[config.mk]
export PLATFORM = sky130hd
export DESIGN_NAME = multi_key_debounce_press_classifier_flat
export DESIGN_NICKNAME = d
export VERILOG_FILES = /design/src/hdl/mkdc_pkg.sv /design/src/hdl/mkdc_if.sv /design/src/hdl/mkdc_key_lane.sv /design/src/hdl/mkdc_combo.sv /design/src/hdl/multi_key_debounce_press_classifier.sv /design/src/flat_wrapper.sv
export SDC_FILE = /design/constraint.sdc
export NUM_CORES = 1
export LEC_CHECK = 0
export ABC_AREA = 0
export BUFFER_PORTS_ARGS = -buffer_cell sky130_fd_sc_hd__buf_4
export CAP_MARGIN = 15
export CORE_ASPECT_RATIO = 1.2
export CORE_MARGIN = 2
export CORE_UTILIZATION = 40
export CTS_CLUSTER_DIAMETER = 60
export DETAILED_ROUTE_END_ITERATION = 10
export PLACE_DENSITY = 0.63
export REMOVE_ABC_BUFFERS = 1
export SKIP_LAST_GASP = 1
export SLEW_MARGIN = 5
export SYNTH_ARGS = -nofsm -noshare
export SYNTH_HDL_FRONTEND = slang
export SYNTH_SLANG_ARGS = --single-unit
[constraint.sdc]
create_clock -name clk_i -period 5.55 [get_ports clk_i]
set_input_delay 0.555 -clock clk_i [delete_from_list [all_inputs] [get_ports clk_i]]
set_output_delay 0.555 -clock clk_i [all_outputs]
set_load 0.03 [all_outputs]
[src/hdl/mkdc_pkg.sv]
package mkdc_pkg;

  localparam int unsigned NumKeysDef    = 4;
  localparam int unsigned CountWidthDef = 32;

  localparam int unsigned DebW   = 16;
  localparam int unsigned TicksW = 32;
  localparam int unsigned RegIdxW = 2;
  localparam int unsigned AddrW   = RegIdxW + 2;
  localparam int unsigned DataW   = 32;

  localparam logic [DebW-1:0]   DebounceReset  = 16'd10;
  localparam logic [TicksW-1:0] LongPressReset = 32'd1000;
  localparam logic [TicksW-1:0] ComboReset     = 32'd10000;

  typedef enum logic [RegIdxW-1:0] {
    REG_DEBOUNCE   = 2'd0,
    REG_LONG_PRESS = 2'd1,
    REG_COMBO_HOLD = 2'd2,
    REG_ACTIVE_LOW = 2'd3
  } mkdc_reg_e;

  // per key outcome of one tick
  typedef struct packed {
    logic press_ev;
    logic release_ev;
    logic long_ev;
    logic pressed;
    logic led;
  } mkdc_lane_st_t;

endpackage

[src/hdl/mkdc_if.sv]
interface mkdc_key_if import mkdc_pkg::*; #(
  parameter int unsigned NumKeys = NumKeysDef
);
  logic               valid;
  logic               ready;
  logic [NumKeys-1:0] key_levels;

  modport source (output valid, output key_levels, input ready);
  modport sink   (input valid, input key_levels, output ready);
endinterface

interface mkdc_res_if import mkdc_pkg::*; #(
  parameter int unsigned NumKeys = NumKeysDef
);
  logic               valid;
  logic               ready;
  logic [NumKeys-1:0] press_events;
  logic [NumKeys-1:0] release_events;
  logic [NumKeys-1:0] long_press;
  logic [NumKeys-1:0] key_pressed;
  logic [NumKeys-1:0] led_state;
  logic               erase_request;

  modport source (
    output valid, output press_events, output release_events, output long_press,
    output key_pressed, output led_state, output erase_request, input ready
  );
  modport sink (
    input valid, input press_events, input release_events, input long_press,
    input key_pressed, input led_state, input erase_request, output ready
  );
endinterface

[src/hdl/mkdc_key_lane.sv]
module mkdc_key_lane import mkdc_pkg::*; #(
  parameter int unsigned CountWidth = CountWidthDef
) (
  input  logic              clk_i,
  input  logic              rst_ni,
  input  logic              step_i,
  input  logic              level_i,
  input  logic              active_low_i,
  input  logic [DebW-1:0]   dlen_i,
  input  logic [TicksW-1:0] long_ticks_i,
  output mkdc_lane_st_t     st_o
);

  localparam int unsigned CmpW = (CountWidth > TicksW) ? CountWidth : TicksW;

  logic                  prev_q, prev_d;
  logic                  pressed_q, pressed_d;
  logic                  run_q, run_d;
  logic                  led_q, led_d;
  logic [DebW-1:0]       remain_q, remain_d;
  logic [CountWidth-1:0] hold_q, hold_d;

  logic                  at_press, expire, run_mid, start;
  logic                  press_ev, rel_ev, long_ev;
  logic [CountWidth-1:0] hold_inc;

  always_comb begin
    at_press = level_i ^ active_low_i;
    hold_inc = (pressed_q && (hold_q != '1)) ? hold_q + CountWidth'(1) : hold_q;
    // a running countdown never sits at zero, so expiry is the step from one
    expire   = run_q && (remain_q <= DebW'(1));
    press_ev = expire && !pressed_q && at_press;
    rel_ev   = expire && pressed_q && !at_press;
    long_ev  = rel_ev && (CmpW'(hold_inc) > CmpW'(long_ticks_i));
    pressed_d = pressed_q ^ (press_ev | rel_ev);
    run_mid   = run_q && !expire;
    start     = (level_i != prev_q) && !run_mid && (at_press != pressed_d);
    run_d     = run_mid || start;
    if (start) begin
      remain_d = dlen_i;
    end else if (run_q && (remain_q != '0)) begin
      remain_d = remain_q - DebW'(1);
    end else begin
      remain_d = remain_q;
    end
    hold_d = press_ev ? '0 : hold_inc;
    led_d  = led_q ^ rel_ev;
    prev_d = level_i;
  end

  always_ff @(posedge clk_i or negedge rst_ni) begin
    if (!rst_ni) begin
      prev_q    <= 1'b1;
      pressed_q <= 1'b0;
      run_q     <= 1'b0;
      led_q     <= 1'b0;
      remain_q  <= '0;
      hold_q    <= '0;
    end else if (step_i) begin
      prev_q    <= prev_d;
      pressed_q <= pressed_d;
      run_q     <= run_d;
      led_q     <= led_d;
      remain_q  <= remain_d;
      hold_q    <= hold_d;
    end
  end

  assign st_o.press_ev   = press_ev;
  assign st_o.release_ev = rel_ev;
  assign st_o.long_ev    = long_ev;
  assign st_o.pressed    = pressed_d;
  assign st_o.led        = led_d;

endmodule

[src/hdl/mkdc_combo.sv]
module mkdc_combo import mkdc_pkg::*; (
  input  logic              clk_i,
  input  logic              rst_ni,
  input  logic              step_i,
  input  logic              all_pressed_i,
  input  logic              any_press_i,
  input  logic [TicksW-1:0] combo_len_i,
  output logic              erase_o
);

  logic              run_q, run_d;
  logic [TicksW-1:0] remain_q, remain_d;
  logic              expire, restart;

  always_comb begin
    expire  = run_q && (remain_q <= TicksW'(1));
    restart = any_press_i && all_pressed_i;
    erase_o = expire && all_pressed_i;
    run_d   = restart || (run_q && !expire);
    if (restart) begin
      remain_d = combo_len_i;
    end else if (run_q && (remain_q != '0)) begin
      remain_d = remain_q - TicksW'(1);
    end else begin
      remain_d = remain_q;
    end
  end

  always_ff @(posedge clk_i or negedge rst_ni) begin
    if (!rst_ni) begin
      run_q    <= 1'b0;
      remain_q <= '0;
    end else if (step_i) begin
      run_q    <= run_d;
      remain_q <= remain_d;
    end
  end

endmodule

[src/hdl/multi_key_debounce_press_classifier.sv]
// Debounce and press classifier for a row of keys, one sample tick per transfer.
// in_i carries key_levels, the raw level of each key, once per tick. out_o
// returns one result per tick: debounce press/release events, long press flags
// for released keys, the debounced pressed state, the LED toggle bits and a
// one-tick erase request when all keys stay held for the combo time.
// A tick enters an input register on its transfer and moves on to the output
// register in the next cycle unless the receiver stalls; a new tick is taken
// every cycle while results move on. The per-key counters and the combo counter
// update in one pass of short logic between those two registers.
// When the receiver stalls, the result holds in the output register and the
// input register still takes one more tick; after that in_i.ready drops until
// the result moves on.
// Reset clears all key state (keys released, LEDs off, no countdowns) and loads
// the register defaults: debounce 10, long press 1000, combo 10000 ticks,
// all keys active low. Registers sit on the APB port at 4*index; the user must
// make writes only while no tick is in flight, the block does not enforce it.
module multi_key_debounce_press_classifier import mkdc_pkg::*; #(
  parameter int unsigned NumKeys    = NumKeysDef,
  parameter int unsigned CountWidth = CountWidthDef
) (
  input  logic              clk_i,
  input  logic              rst_ni,
  mkdc_key_if.sink          in_i,
  mkdc_res_if.source        out_o,
  input  logic              psel,
  input  logic              penable,
  input  logic              pwrite,
  input  logic [AddrW-1:0]  paddr,
  input  logic [DataW-1:0]  pwdata,
  output logic [DataW-1:0]  prdata,
  output logic              pready
);

  logic [DebW-1:0]    deb_q;
  logic [TicksW-1:0]  long_q;
  logic [TicksW-1:0]  combo_q;
  logic [NumKeys-1:0] mask_q;
  mkdc_reg_e          reg_idx;
  logic               cfg_wr;

  assign pready  = 1'b1;
  assign reg_idx = mkdc_reg_e'(paddr[AddrW-1:2]);
  assign cfg_wr  = psel && penable && pwrite;

  always_ff @(posedge clk_i or negedge rst_ni) begin
    if (!rst_ni) begin
      deb_q   <= DebounceReset;
      long_q  <= LongPressReset;
      combo_q <= ComboReset;
      mask_q  <= '1;
    end else if (cfg_wr) begin
      unique case (reg_idx)
        REG_DEBOUNCE:   deb_q   <= pwdata[DebW-1:0];
        REG_LONG_PRESS: long_q  <= pwdata[TicksW-1:0];
        REG_COMBO_HOLD: combo_q <= pwdata[TicksW-1:0];
        REG_ACTIVE_LOW: mask_q  <= pwdata[NumKeys-1:0];
        default: ;
      endcase
    end
  end

  always_comb begin
    unique case (reg_idx)
      REG_DEBOUNCE:   prdata = DataW'(deb_q);
      REG_LONG_PRESS: prdata = DataW'(long_q);
      REG_COMBO_HOLD: prdata = DataW'(combo_q);
      REG_ACTIVE_LOW: prdata = DataW'(mask_q);
      default:        prdata = '0;
    endcase
  end

  // zero lengths count as one tick
  logic [DebW-1:0]   dlen;
  logic [TicksW-1:0] clen;
  assign dlen = (deb_q == '0) ? DebW'(1) : deb_q;
  assign clen = (combo_q == '0) ? TicksW'(1) : combo_q;

  // input register and result register handshake
  logic               s1_valid_q;
  logic [NumKeys-1:0] s1_levels_q;
  logic               out_valid_q;
  logic               step;

  assign step        = s1_valid_q && (!out_valid_q || out_o.ready);
  assign in_i.ready  = !s1_valid_q || step;

  always_ff @(posedge clk_i or negedge rst_ni) begin
    if (!rst_ni) begin
      s1_valid_q  <= 1'b0;
      out_valid_q <= 1'b0;
    end else begin
      if (in_i.ready) begin
        s1_valid_q <= in_i.valid;
      end
      if (step) begin
        out_valid_q <= 1'b1;
      end else if (out_o.ready) begin
        out_valid_q <= 1'b0;
      end
    end
  end

  always_ff @(posedge clk_i) begin
    if (in_i.valid && in_i.ready) begin
      s1_levels_q <= in_i.key_levels;
    end
  end

  mkdc_lane_st_t      lane_st [NumKeys];
  logic [NumKeys-1:0] press_v, release_v, long_v, pressed_v, led_v;
  logic               erase;

  for (genvar k = 0; k < NumKeys; k++) begin : g_lane
    mkdc_key_lane #(
      .CountWidth(CountWidth)
    ) u_lane (
      .clk_i       (clk_i),
      .rst_ni      (rst_ni),
      .step_i      (step),
      .level_i     (s1_levels_q[k]),
      .active_low_i(mask_q[k]),
      .dlen_i      (dlen),
      .long_ticks_i(long_q),
      .st_o        (lane_st[k])
    );
  end

  always_comb begin
    for (int k = 0; k < NumKeys; k++) begin
      press_v[k]   = lane_st[k].press_ev;
      release_v[k] = lane_st[k].release_ev;
      long_v[k]    = lane_st[k].long_ev;
      pressed_v[k] = lane_st[k].pressed;
      led_v[k]     = lane_st[k].led;
    end
  end

  mkdc_combo u_combo (
    .clk_i        (clk_i),
    .rst_ni       (rst_ni),
    .step_i       (step),
    .all_pressed_i(&pressed_v),
    .any_press_i  (|press_v),
    .combo_len_i  (clen),
    .erase_o      (erase)
  );

  logic [NumKeys-1:0] press_q, release_q, long_q_r, pressed_q, led_q;
  logic               erase_q;

  always_ff @(posedge clk_i) begin
    if (step) begin
      press_q   <= press_v;
      release_q <= release_v;
      long_q_r  <= long_v;
      pressed_q <= pressed_v;
      led_q     <= led_v;
      erase_q   <= erase;
    end
  end

  assign out_o.valid          = out_valid_q;
  assign out_o.press_events   = press_q;
  assign out_o.release_events = release_q;
  assign out_o.long_press     = long_q_r;
  assign out_o.key_pressed    = pressed_q;
  assign out_o.led_state      = led_q;
  assign out_o.erase_request  = erase_q;

  a_step_fills_out: assert property (@(posedge clk_i) disable iff (!rst_ni)
    step |=> out_valid_q)
    else $error("tick advanced without a result");

  a_erase_all_held: assert property (@(posedge clk_i) disable iff (!rst_ni)
    out_valid_q && erase_q |-> (pressed_q == '1))
    else $error("erase request while not all keys pressed");

  a_long_on_release: assert property (@(posedge clk_i) disable iff (!rst_ni)
    out_valid_q |-> ((long_q_r & ~release_q) == '0))
    else $error("long press flag without release");

  a_events_match_state: assert property (@(posedge clk_i) disable iff (!rst_ni)
    out_valid_q |-> (((press_q & ~pressed_q) == '0) && ((release_q & pressed_q) == '0)))
    else $error("event disagrees with pressed state");

endmodule

[src/flat_wrapper.sv]
// flat-port wrapper written by rule: the top's interface ports become plain ports
module multi_key_debounce_press_classifier_flat import mkdc_pkg::*;
#(
  parameter int unsigned NumKeys    = NumKeysDef,
  parameter int unsigned CountWidth = CountWidthDef
)
  (clk_i, rst_ni, psel, penable, pwrite, paddr, pwdata, prdata, pready, in_i_valid, in_i_key_levels, in_i_ready, out_o_valid, out_o_press_events, out_o_release_events, out_o_long_press, out_o_key_pressed, out_o_led_state, out_o_erase_request, out_o_ready);
  mkdc_key_if #(.NumKeys(NumKeys)) in_i_i ();
  mkdc_res_if #(.NumKeys(NumKeys)) out_o_i ();
  input  logic clk_i;
  input  logic rst_ni;
  input  logic psel;
  input  logic penable;
  input  logic pwrite;
  input  logic [AddrW-1:0] paddr;
  input  logic [DataW-1:0] pwdata;
  output logic [DataW-1:0] prdata;
  output logic pready;
  input wire logic [$bits(in_i_i.valid)-1:0] in_i_valid;
  input wire logic [$bits(in_i_i.key_levels)-1:0] in_i_key_levels;
  output wire logic [$bits(in_i_i.ready)-1:0] in_i_ready;
  output wire logic [$bits(out_o_i.valid)-1:0] out_o_valid;
  output wire logic [$bits(out_o_i.press_events)-1:0] out_o_press_events;
  output wire logic [$bits(out_o_i.release_events)-1:0] out_o_release_events;
  output wire logic [$bits(out_o_i.long_press)-1:0] out_o_long_press;
  output wire logic [$bits(out_o_i.key_pressed)-1:0] out_o_key_pressed;
  output wire logic [$bits(out_o_i.led_state)-1:0] out_o_led_state;
  output wire logic [$bits(out_o_i.erase_request)-1:0] out_o_erase_request;
  input wire logic [$bits(out_o_i.ready)-1:0] out_o_ready;
  assign in_i_i.valid = in_i_valid;
  assign in_i_i.key_levels = in_i_key_levels;
  assign in_i_ready = in_i_i.ready;
  assign out_o_valid = out_o_i.valid;
  assign out_o_press_events = out_o_i.press_events;
  assign out_o_release_events = out_o_i.release_events;
  assign out_o_long_press = out_o_i.long_press;
  assign out_o_key_pressed = out_o_i.key_pressed;
  assign out_o_led_state = out_o_i.led_state;
  assign out_o_erase_request = out_o_i.erase_request;
  assign out_o_i.ready = out_o_ready;
  multi_key_debounce_press_classifier #(.NumKeys(NumKeys), .CountWidth(CountWidth)) u_core (.clk_i(clk_i), .rst_ni(rst_ni), .in_i(in_i_i), .out_o(out_o_i), .psel(psel), .penable(penable), .pwrite(pwrite), .paddr(paddr), .pwdata(pwdata), .prdata(prdata), .pready(pready));
endmodule
**After elaboration in Yosys (flattened, before gate mapping)**

Index checks and enable logic that the tools add are counted.

- Add/sub/neg operators: 9
- Order comparisons: 9
- Equal/unequal tests: 15
- Mux-type cells: 23
- Bitwise operators: 16
- Reduce and logical (&&, ||, !) cells: 104

Operators with widths:

| operator | count |
|---|---|
| 32-bit 2-to-1 mux | 11 |
| 16-bit 2-to-1 mux | 9 |
| 32-bit by 1-bit adder with 32-bit output (second input constant) | 4 |
| 32-bit > comparator | 4 |
| 32-bit inequality test (second input constant) | 4 |
| 32-bit one-hot mux with 4 select lines | 1 |
| 16-bit by 1-bit <= comparator with 1-bit output (second input constant) | 4 |
| 16-bit nonzero test | 4 |
| 16-bit by 1-bit subtractor with 16-bit output (second input constant) | 4 |
| 1-bit logical AND | 53 |
| 32-bit by 1-bit <= comparator with 1-bit output (second input constant) | 1 |
| 32-bit logical NOT | 1 |
| 32-bit nonzero test | 1 |
| 32-bit by 1-bit subtractor with 32-bit output (second input constant) | 1 |
| 1-bit logical NOT | 19 |
| 2-bit AND reduction | 9 |
| 16-bit logical NOT | 1 |
| 2-bit nonzero test | 6 |
| 1-bit XOR | 12 |
| 1-bit inequality test | 8 |
| 1-bit logical OR | 7 |
| 2-bit equality test (second input constant) | 2 |
| 1-bit OR | 4 |
| 4-bit AND reduction | 1 |
| 4 further kinds | 5 |

- Register bits: 352
- Input port bits: 47
- Output and inout bits: 56
- Logic and storage cells: 215

**Depth between registers and ports, before layout**

Gate-level depths: netlist of run 1.

- Depth in word-level cells: 10
- Gate-level depth with buffers: 19
- Mapped depth without buffers: 16

**Modules after synthesis**

From an unflattened synthesis of run 1, not the netlist that was laid out.

- Cell total of the unflattened synthesis: 2,866
- Area total of the unflattened synthesis: 25,502.0 µm²

By module, submodules not included:

| module | instances | cells each | area each (µm²) | sequential area each (µm²) |
|---|---|---|---|---|
| multi_key_debounce_press_classifier | 1 | 350 | 4,873.4 | 2,924.1 |
| mkdc_key_lane (u_core.g_lane[1].u_lane) | 1 | 577 | 4,734.5 | 1,302.5 |
| mkdc_key_lane (u_core.g_lane[2].u_lane) | 1 | 557 | 4,533.1 | 1,302.5 |
| mkdc_key_lane (u_core.g_lane[0].u_lane) | 1 | 552 | 4,513.1 | 1,302.5 |
| mkdc_key_lane (u_core.g_lane[3].u_lane) | 1 | 556 | 4,504.3 | 1,302.5 |
| mkdc_combo | 1 | 274 | 2,343.5 | 825.8 |

**Worst setup path before layout of run 1**

OpenSTA, ideal clock, no wires.

- Path kind: reg-to-reg
- Start: register u_core.g_lane[2].u_lane.hold_q[16]
- End: register u_core.long_q_r[2] (netlist: u_core.out_o.long_press[2]), data pin
- Setup time: 0.262 ns
- Arrival: 3.853 ns
- Data required time: 5.288 ns
- Setup slack: 1.435 ns
- Cell stages (with the launch flop): 16
- Buffers on the path: 1
- Period minus slack after synthesis: 4.115 ns
- Cells stage by stage: dfrtp_1 and3_1 and4_1 clkbuf_1 a311oi_1 nand4_1 nor2_1 nand3_1 xnor2_1 ha_1 nand2_1 or3_1 nor4_1 nand4_1 o31ai_1 a21oi_1

- Cells in the longest elaborated chain, start to end: 5
- Elaborated cells on any way between the ends: 6
- Classes of those cells: add/sub (1); order compare (1); eq/ne (1); mux (1); reduce/logical (2)

RTL lines:

| element | RTL line | RTL |
|---|---|---|
| start, declared | mkdc_key_lane.sv:21 | `logic [CountWidth-1:0] hold_q, hold_d;` |
| start signal, assigned | mkdc_key_lane.sv:65 | `hold_q <= hold_d;` |
| parallel branches: the longest is 2 deep, another holds 32-bit by 1-bit adder with 32-bit output | - |  |
| 32-bit 2-to-1 mux (*) | mkdc_key_lane.sv:29 | `hold_inc = (pressed_q && (hold_q != '1)) ? hold_q + CountWidth'(1) : hold_q;` |
| 32-bit > comparator (*) | mkdc_key_lane.sv:34 | `long_ev = rel_ev && (CmpW'(hold_inc) > CmpW'(long_ticks_i));` |
| 1-bit logical AND (*) | mkdc_key_lane.sv:34 |  |
| net u_core.g_lane[2].u_lane.long_ev | mkdc_key_lane.sv:24 | `logic press_ev, rel_ev, long_ev;` |
| end signal, assigned | multi_key_debounce_press_classifier.sv:155 | `long_q_r <= long_v;` |
| end, declared | multi_key_debounce_press_classifier.sv:148 | `logic [NumKeys-1:0] press_q, release_q, long_q_r, pressed_q, led_q;` |

Mark *: on every way through the listed nets, which the timed path passes.
A chain may end at the register's enable or synchronous reset.

**Final worst setup path of run 1**

Same ends and word-level chain as after synthesis.

==> results.toml, run 1 <==
[detailed_routing]
postRouteAntennaNets = 0
dr.pass1.iters = 5
drc = 0
drt-total-wl_um = 72500
dr_total_vias = 20900
dr.first_iter.drc_count = 1708
viasPerCell = 6.07
wl_per_cell_um = 21.0

[clock_tree]
clock-sinks = 352
hold_buffers = 0
h-tree-depth = 2
tritoncts = "yes"
root_buffer = "clkbuf_16"
cts_buffers = 41
clk_pin_slew_worst_paths_ns = 0.06
cts_buffer_depth = 3
cts_resized = 0
clock_latency_ns = 0.58
cts_setup_buffers = 0

[sta]
layout_setup_ws_ns = 0.878
rsz0062_at_grt = "false"
max-slew-margin-rel_pct = 29.9
slew_viol_final = 0
setup_tns_ns = 0
fin_skew_ns = 0.0239
fin_crit_sh_pct = 84.2
worst_slew_pin_slew_ns = 1.05
hold_viol = 0
max_freq_mhz = 214
setup-violations-final = 0
whs_ns = 0.113
fin_crit_ns = 4.67

[power]
p_per_area_mw_per_mm2 = 362
finalPower_mw = 9.38
clkPwrFrac_pct = 31.0
irDropWorstVdd_mv = 0.229
seqPwrFrac_pct = 40.0
combPwrFrac_pct = 29.0
intPower_mw = 5.80
swShare_pct = 38.1
netSwitchingPower_mw = 3.58
cellLeakagePower_nw = 11.1

[placed_design]
dp.cells = 3378
hpwl_um = 50400
gp_congestion = 0.881
dpl_cell_area_sq_mm = 0.0245
post-place-ws_ns = 1.01
numPortBuffers = 99

[worst_setup_path]
crit_start = "u_core.g_lane[2].u_lane.hold_q[16]"
startpoint_type = "register"
cp-end-kind = "register"
crit_required_ns = 5.86
regToRegSetupSlack_ns = 0.88
cp_max_fo = 9
r2r-start = "u_core.g_lane[2].u_lane.hold_q[16]"
cp_data_arrival_time_ns = 4.98
crit_type = "register to register"

[logic_synthesis]
ys_ff_latch = 352
synthesis.area_sq_mm = 0.0231
synth.avg_cell_area_sq_um = 8.69
syn-instance-count = 2656
yosysSeqAreaShare_pct = 38.8
ys_types = 78
yosys_warnings = 0
synthArstFlopShare_pct = 92.9
synth_edf_count = 25
ys.flop_type = "dfrtp_1"

[final_layout]
nNetsFinal = 2875
diodes = 0
final_common_cell = "o21ai_0"
drive_gt1_share_pct = 11.4
nFillCells = 5450
instances_no_fill = 3450
fin_area_sq_mm = 0.0259
final_cell_mix = "o21ai_0 (329), nand2_1 (307), dfrtp_1 (306), a21oi_1 (169), nor2_1 (164)"
final_core_util_pct = 45.3
synthToLayoutAreaGrowth_pct = 12.2

[run_status]
outcome = "complete, no violations"

[global_routing]
grt_max_degree = 133
antenna_found_initial = 0
grt-ovfl-total = 0
grt_first_pass_wirelength_um = 113000
grt_pass1_vias = 20200
grt_usage_pct = 24.1

[floorplan]
coreArea_sq_mm = 0.0572
pin_count = 103
design.die.area_sq_mm = 0.0596
die_h_um = 267
initial_core_util_pct = 40.4
rows = 96
chipWidth_um = 223

[flow_run]
maxCapViolations = 0

[hold_path]
hold_path.class = "input port to asynchronous set/reset pin"
==> power groups by stage <==
stage / Combinational [mW] / Clock [mW] / Sequential [mW]
after floorplan: 1.81 / 0 / 3.56
after global placement: 2.59 / 0 / 3.75
after detailed placement: 2.69 / 0 / 3.78
after CTS: 2.71 / 2.95 / 3.74
after global routing: 3.01 / 3.05 / 3.82
final: 2.72 / 2.91 / 3.76
==> Yosys cell counts, types with 8 or more instances <==
| library cell | number | area, sq um |
|---|---|---|
| nand3b_1 | 8 | 60.1 |
| a22oi_1 | 13 | 97.6 |
| buf_2 | 9 | 45.0 |
| dfrtp_1 | 306 | 7660 |
| edfxtp_1 | 25 | 751 |
| and2_1 | 15 | 93.8 |
| or3_1 | 28 | 175 |
| o211ai_1 | 13 | 97.6 |
| a21o_1 | 36 | 270 |
| nand2b_1 | 14 | 87.6 |
| a211oi_1 | 8 | 60.1 |
| or4_1 | 12 | 90.1 |
| xnor2_1 | 93 | 815 |
| buf_1 | 9 | 33.8 |
| a2bb2oi_1 | 8 | 70.1 |
| o22ai_1 | 11 | 68.8 |
| nand3_1 | 96 | 480 |
| nand2_1 | 308 | 1160 |
| a21oi_1 | 172 | 861 |
| nor3_1 | 67 | 335 |
| inv_1 | 80 | 300 |
| nor4_1 | 57 | 357 |
| nor2_1 | 164 | 616 |
| and4_1 | 18 | 158 |
| a22o_1 | 26 | 228 |
| clkbuf_1 | 119 | 447 |
| o21ai_0 | 330 | 1650 |
| nor2b_1 | 20 | 125 |
| ha_1 | 142 | 1780 |
| nand4_1 | 65 | 407 |
| dfstp_2 | 21 | 552 |
| mux2i_1 | 25 | 250 |
| o31ai_1 | 75 | 563 |
| a31oi_1 | 34 | 213 |
| and3_1 | 31 | 194 |
| mux2_2 | 55 | 619 |
| o21a_1 | 9 | 67.6 |
| xor2_1 | 46 | 403 |
==> metal layers <==
layer | up-vias | wire length, um | share of wire (%) | GRT usage, %
met5 | - | 0 | 0 | 0
met4 | 0 | 3810 | 5.3 | 12.4
met2 | 697 | 34400 | 47 | 40.9
met1 | 10200 | 30200 | 42 | 30.1
met3 | 188 | 4000 | 5.5 | 3.05
li1 | 9801 | - | - | -
==> flip-flops by register name, summed over array words and instances, names as in the netlist, 4 cells and up <==
signal	cells
u_core.out_o.press_events	4
u_core.out_o.key_pressed	4
u_core.long_q	32
u_core.deb_q	16
u_core.u_combo.remain_q	32
u_core.out_o.led_state	4
u_core.s1_levels_q	4
u_core.g_lane.u_lane.led_q	4
u_core.g_lane.u_lane.prev_q	4
u_core.g_lane.u_lane.pressed_q	4
u_core.out_o.release_events	4
u_core.out_o.long_press	4
u_core.g_lane.u_lane.remain_q	64
u_core.g_lane.u_lane.run_q	4
u_core.g_lane.u_lane.hold_q	128
u_core.combo_q	32
u_core.mask_q	4
==> area by class of cell <==
class	instances	area, sq um	share of cell area, %
Timing Repair Buffer	130	1010	3.90
Tap cell	735	920	3.55
Clock buffer	54	1170	4.50
Inverter	80	302	1.16
Sequential cell	352	8960	34.6
Multi-Input combinational cell	2081	13300	51.3
Clock inverter	18	246	0.952
==> logic make-up after synthesis <==
| group | after synthesis | synth area share [%] |
|---|---|---|
| adders and majority gates | 142 | 7.70 |
| other | 1 | 0.0162 |
| and+or+nand+nor | 928 | 19.8 |
| AOI/OAI and AO/OA | 786 | 20.4 |
| xor gates and xnor gates | 139 | 5.28 |
| buffers and inverters | 223 | 3.81 |
| DFF | 352 | 38.8 |
| muxes | 85 | 4.22 |
==> worst max-delay path: stages (launching register included) <==
cell and delay (ns):
dfrtp_1 0.44, and3_1 0.25, and4_1 0.29, a311oi_1 0.30, buf_4 0.20, nand4_1 0.17
nor2_1 0.54, nand3_1 0.22, xnor2_1 0.19, ha_1 0.32, nand2_1 0.07, or3_1 0.42
nor4_1 0.58, nand4_1 0.16, o31ai_1 0.23, a21oi_1 0.06
==> path summary, 6_finish.rpt <==
check	to	cells after the start
max in group asynchronous	u_core.g_lane[0].u_lane.remain_q[0]	2
max	u_core.out_o.long_press[2]	15
min	u_core.u_combo.remain_q[11]	1
min in group clk_i	u_core.s1_levels_q[2]	1
min reg2reg	u_core.g_lane[0].u_lane.prev_q	2
max reg2reg	u_core.out_o.long_press[2]	15
Note: power is estimated with default switching activity, not from simulation.
==> run 2, diff against run 1 <==
Clock period 5.55 ns to 4.9 ns, I/O delays scaled along.
==> results.toml, run 2 (same netlist as run 1, synthesis figures left out) <==
[final_layout]
final_cell_mix = "o21ai_0 (329), nand2_1 (307), dfrtp_1 (306), a21oi_1 (169), nor2_1 (164)"
seqCellArea_sq_mm = 0.00896
diodes = 0
nNetsFinal = 2883
nFillCells = 5490
synthToLayoutAreaGrowth_pct = 12.2
final_core_util_pct = 45.3
regMostFlops = "u_core.g_lane.u_lane.hold_q"
multiInputGateArea_sq_mm = 0.0133
final_common_cell = "o21ai_0"
reg.largest.list = "u_core.g_lane.u_lane.hold_q: 128 flops, u_core.g_lane.u_lane.remain_q: 64 flops"
drive_gt1_share_pct = 11.4
fin_area_sq_mm = 0.0259
largest_register_ffs = 128

[worst_setup_path]
cp_max_fo = 9
cp_common_cell = "nand4_1"
critPathMaxStageDelay_ns = 0.49
startpoint_type = "register"
cp_slowest_cell = "nor2_1"
crit_required_ns = 5.19
worst-path-buf-inv = 1
crit_chain = "and3_1 -> and4_1 -> a311oi_1 -> buf_4 -> nand4_1 -> nor2_1 -> nand3_1 -> xnor2_1 -> ha_1 -> nand2_1 -> or3_1 -> nor4_1 -> nand4_1 -> o31ai_1 -> a21oi_1"
crit_type = "register to register"
crit_family = "simple AND/OR/NAND/NOR gates"
cp-end-kind = "register"
cp_data_arrival_time_ns = 4.78

[global_routing]
grt_pass1_vias = 20200
antenna_found_initial = 0
grtUsageMet3_pct = 2.60
grt-ovfl-total = 0
grt_usage_pct = 23.8
grt_max_degree = 102
grt_first_pass_wirelength_um = 113000
grt_busiest_layer = "met2"
use_met1_pct = 30.2
use_met2_pct = 40.2

[detailed_routing]
drc = 0
dr.first_iter.drc_count = 1751
viasPerCell = 6.06
dr_total_vias = 21000
postRouteAntennaNets = 0
dr.pass1.iters = 5
wl_per_cell_um = 20.8
drt-total-wl_um = 72100

[sta]
slew_viol_final = 0
setup-violations-final = 0
layout_setup_ws_ns = 0.402
fin_skew_ns = 0.0175
max_freq_mhz = 222
fin_crit_ns = 4.50
whs_ns = -0.0304
hold_viol = 9
max-slew-margin-rel_pct = 30.3
rsz0062_at_grt = "false"
fin_crit_sh_pct = 91.8
worst_slew_pin_slew_ns = 1.04

[clock_tree]
clk_pin_slew_worst_paths_ns = 0.06
clock_latency_ns = 0.56
clock-sinks = 352
tritoncts = "yes"
cts_buffers = 41
h-tree-depth = 2
cts_setup_buffers = 0
hold_buffers = 0
root_buffer = "clkbuf_16"
cts_buffer_depth = 3
cts_resized = 0

[floorplan]
design.die.area_sq_mm = 0.0596
die_h_um = 267
rows = 96
pin_count = 103
chipWidth_um = 223
coreArea_sq_mm = 0.0572
initial_core_util_pct = 40.4

[placed_design]
hpwl_um = 50700
post-place-ws_ns = 0.432
gp_congestion = 0.903
dpl_cell_area_sq_mm = 0.0245
numPortBuffers = 99

[power]
netSwitchingPower_mw = 4.00
combPwrFrac_pct = 29.4
cellLeakagePower_nw = 11.1
p_per_area_mw_per_mm2 = 404
clkPwrFrac_pct = 29.8
seqPwrFrac_pct = 40.8
swShare_pct = 38.2
intPower_mw = 6.46
irDropWorstVdd_mv = 0.247

[hold_path]
hold_path.class = "input port to asynchronous set/reset pin"

[flow_run]
maxCapViolations = 0

[run_status]
violations = "hold timing"
outcome = "finished with violations"
-- run 2: cell count changes in the layout (fill, tap and decap cells not counted) --
cell | before | now
buf_12 | 2 | 3
buf_4 | 127 | 134
bufinv_16 | 5 | 2
clkbuf_1 | 5 | 13
clkbuf_16 | 42 | 44
clkbuf_8 | 7 | 5
clkinv_1 | 0 | 3
clkinv_2 | 7 | 3
clkinv_4 | 1 | 3
clkinv_8 | 1 | 0
inv_6 | 3 | 1
-- run 2: metal layers --
layer  wire (um)  vias up
met3        4150      182
met5           0        -
li1            -     9825
met1       29700    10200
met2       34100      739
met4        4160        0
-- run 2: cell type report --
| class | instances | area share, % |
|---|---|---|
| clock buffer | 62 | 4.71 |
| multi-input combinational | 2081 | 51.3 |
| tap | 735 | 3.55 |
| timing repair buffer | 138 | 4.17 |
| clock inverter | 13 | 0.507 |
| inverter | 80 | 1.16 |
| sequential | 352 | 34.6 |
-- run 2: worst paths after layout --
check                                                         from                                 end  slack (ns)  cells past startpoint
max in group asynchronous                                   rst_ni  u_core.g_lane[3].u_lane.hold_q[20]        3.77                      2
min in group clk_i                              in_i_key_levels[0]               u_core.s1_levels_q[0]        0.11                      1
worst max register to register  u_core.g_lane[2].u_lane.hold_q[16]          u_core.out_o.long_press[2]        0.40                     15
worst min-delay path                                        rst_ni         u_core.u_combo.remain_q[21]       -0.03                      1
worst min register to register      u_core.g_lane[3].u_lane.prev_q      u_core.g_lane[3].u_lane.prev_q        0.46                      2
worst max-delay path            u_core.g_lane[2].u_lane.hold_q[16]          u_core.out_o.long_press[2]        0.40                     15
-- run 2: power by group through the flow --
stage	registers [mW]	clock network, mW	logic [mW]
final	4.27	3.11	3.07
after global routing	4.33	3.28	3.41
after CTS	4.24	3.18	3.06
after detailed placement	4.29	0	3.04
after global placement	4.26	0	2.94
after floorplan	4.03	0	2.04
-- run 2: metrics by stage --
stage	setup TNS, ns	instances	total power [mW]
final	0	3461	10.5
after global placement	0	3386	7.19
after global routing	0	3461	11.0
after CTS	0	3461	10.5
after floorplan	-38.02	2513	6.07
after detailed placement	0	3386	7.33
==> run 3, diff against run 2 <==
Settings changed: CTS_CLUSTER_SIZE set to 24.
Clock period 4.9 ns to 4.38 ns, I/O delays scaled along.
==> results.toml, run 3 (same netlist as run 1, synthesis figures left out) <==
[floorplan]
pin_count = 103
initial_core_util_pct = 40.4
coreArea_sq_mm = 0.0572
chipWidth_um = 223
die_h_um = 267
rows = 96
design.die.area_sq_mm = 0.0596

[power]
clkPwrFrac_pct = 28.7
swShare_pct = 39.6
finalPower_mw = 11.5
intPower_mw = 6.96
seqPwrFrac_pct = 41.3
cellLeakagePower_nw = 11.1
combPwrFrac_pct = 30.1
p_per_area_mw_per_mm2 = 445
netSwitchingPower_mw = 4.57
irDropWorstVdd_mv = 0.273

[global_routing]
grt_max_degree = 112
antenna_found_initial = 0
grt_first_pass_wirelength_um = 113000
grt-ovfl-total = 0
grt_pass1_vias = 20100
grt_usage_pct = 23.8

[flow_run]
maxCapViolations = 0

[clock_tree]
clock_latency_ns = 0.55
clock-sinks = 352
root_buffer = "clkbuf_16"
tritoncts = "yes"
cts_buffers = 34
cts_buffer_depth = 3
h-tree-depth = 2
clk_pin_slew_worst_paths_ns = 0.08

[detailed_routing]
viasPerCell = 6.07
dr.pass1.iters = 6
dr.first_iter.drc_count = 2055
drc = 0
postRouteAntennaNets = 0
wl_per_cell_um = 20.8
dr_total_vias = 21000
drt-total-wl_um = 71900

[final_layout]
drive_gt1_share_pct = 11.9
synthToLayoutAreaGrowth_pct = 12.3
regMostFlops = "u_core.g_lane.u_lane.hold_q"
final_common_cell = "o21ai_0"
reg.largest.list = "u_core.g_lane.u_lane.hold_q: 128 flops, u_core.g_lane.u_lane.remain_q: 64 flops"
nNetsFinal = 2887
largest_register_ffs = 128
final_cell_mix = "o21ai_0 (329), nand2_1 (307), dfrtp_1 (305), a21oi_1 (169), nor2_1 (163)"
diodes = 0

[placed_design]
post-place-ws_ns = 0.234
gp_congestion = 0.889
hpwl_um = 50300
numPortBuffers = 99

[hold_path]
hold_path.class = "input port to register"
holdCritStartpoint = "in_i_key_levels[2]"

[worst_setup_path]
r2r-start = "u_core.g_lane[1].u_lane.hold_q[4]"
crit_required_ns = 4.65
cp_data_arrival_time_ns = 4.35
crit_type = "register to register"
cp_max_fo = 14
startpoint_type = "register"
cp-end-kind = "register"
crit_start = "u_core.g_lane[1].u_lane.hold_q[4]"

[sta]
setup_tns_ns = 0
slew_viol_final = 0
setup-violations-final = 0
fin_crit_sh_pct = 93.1
hold_viol = 0
fin_skew_ns = 0.0208
max_freq_mhz = 245
rsz0062_at_grt = "false"
max-slew-margin-rel_pct = 31.1
worst_slew_pin_slew_ns = 1.03
fin_crit_ns = 4.08
layout_setup_ws_ns = 0.303

[run_status]
outcome = "complete, no violations"
[run 3: changes by cell type in the layout (fill, tap and decap cells not counted), sizes merged]
cell	delta
clkinv	-4
clkbuf	-20
clkinvlp	+1
dlygate4sd3	+1
buf	+10
inv	+10
[run 3: worst max-delay path: stages, from the launching register on]
cell and delay, ns:
dfrtp_1 0.46, and4_1 0.28, and4_1 0.27, nand3_1 0.22, o21ba_2 0.37, and3_1 0.30, nand3_1 0.14, xnor2_1 0.21
ha_1 0.28, a21o_1 0.18, a21o_1 0.16, a21oi_1 0.14, o21ai_0 0.10, nand3_1 0.09, nand2_1 0.06, a221oi_1 0.39
a221oi_1 0.15
[run 3: final cells by class]
type	count	area, sq um
timing repair buffer	149	1170
clock inverter	20	270
fill	5415	31300
multi-input combinational	2081	13300
tap	735	920
sequential	352	8960
inverter	80	302
clock buffer	42	965
[run 3: layer usage]
| metal | GRT usage (%) | wire length, um | vias up |
|---|---|---|---|
| met1 | 30.8 | 30800 | 10300 |
| li1 | - | - | 9845 |
| met4 | 12.4 | 3950 | 0 |
| met5 | 0 | 0 | - |
| met3 | 2.19 | 3300 | 160 |
| met2 | 39.6 | 33800 | 664 |
[run 3: metrics by stage]
step	std cells	utilization, %	hold WS [ns]	cell area (sq um)
finish	3459	45.3	0.0711	25900
global route	3459	45.3	0.0506	25900
CTS	3459	45.3	0.0530	25900
detailed placement	3396	43.1	0.459	24600
global placement	3396	43.1	0.449	24600
floorplan	2513	-	0.142	22500
[run 3: timing repair]
action,in CTS,in global routing
hold endpoints to repair,69,0
gates resized for setup,0,6
buffers inserted,0,0
endpoints found under the setup margin,0,3
hold buffers,1,0
[run 3: power by group through the flow]
stage | logic (mW) | clock network (mW) | registers, mW
final | 3.47 | 3.30 | 4.76
after global routing | 3.86 | 3.49 | 4.83
after CTS | 3.44 | 3.37 | 4.73
after detailed placement | 3.42 | 0 | 4.79
after global placement | 3.31 | 0 | 4.76
after floorplan | 2.29 | 0 | 4.51
[run 3: path summary, 6_finish.rpt]
kind,end,slack [ns],depth (start not counted)
max,u_core.out_o.long_press[1],0.30,16
min,u_core.s1_levels_q[2],0.07,1
max reg2reg,u_core.out_o.long_press[1],0.30,16
min reg2reg,u_core.g_lane[3].u_lane.prev_q,0.47,2
max in group asynchronous,u_core.g_lane[0].u_lane.prev_q,2.88,3
min in group asynchronous,u_core.u_combo.remain_q[20],0.45,2
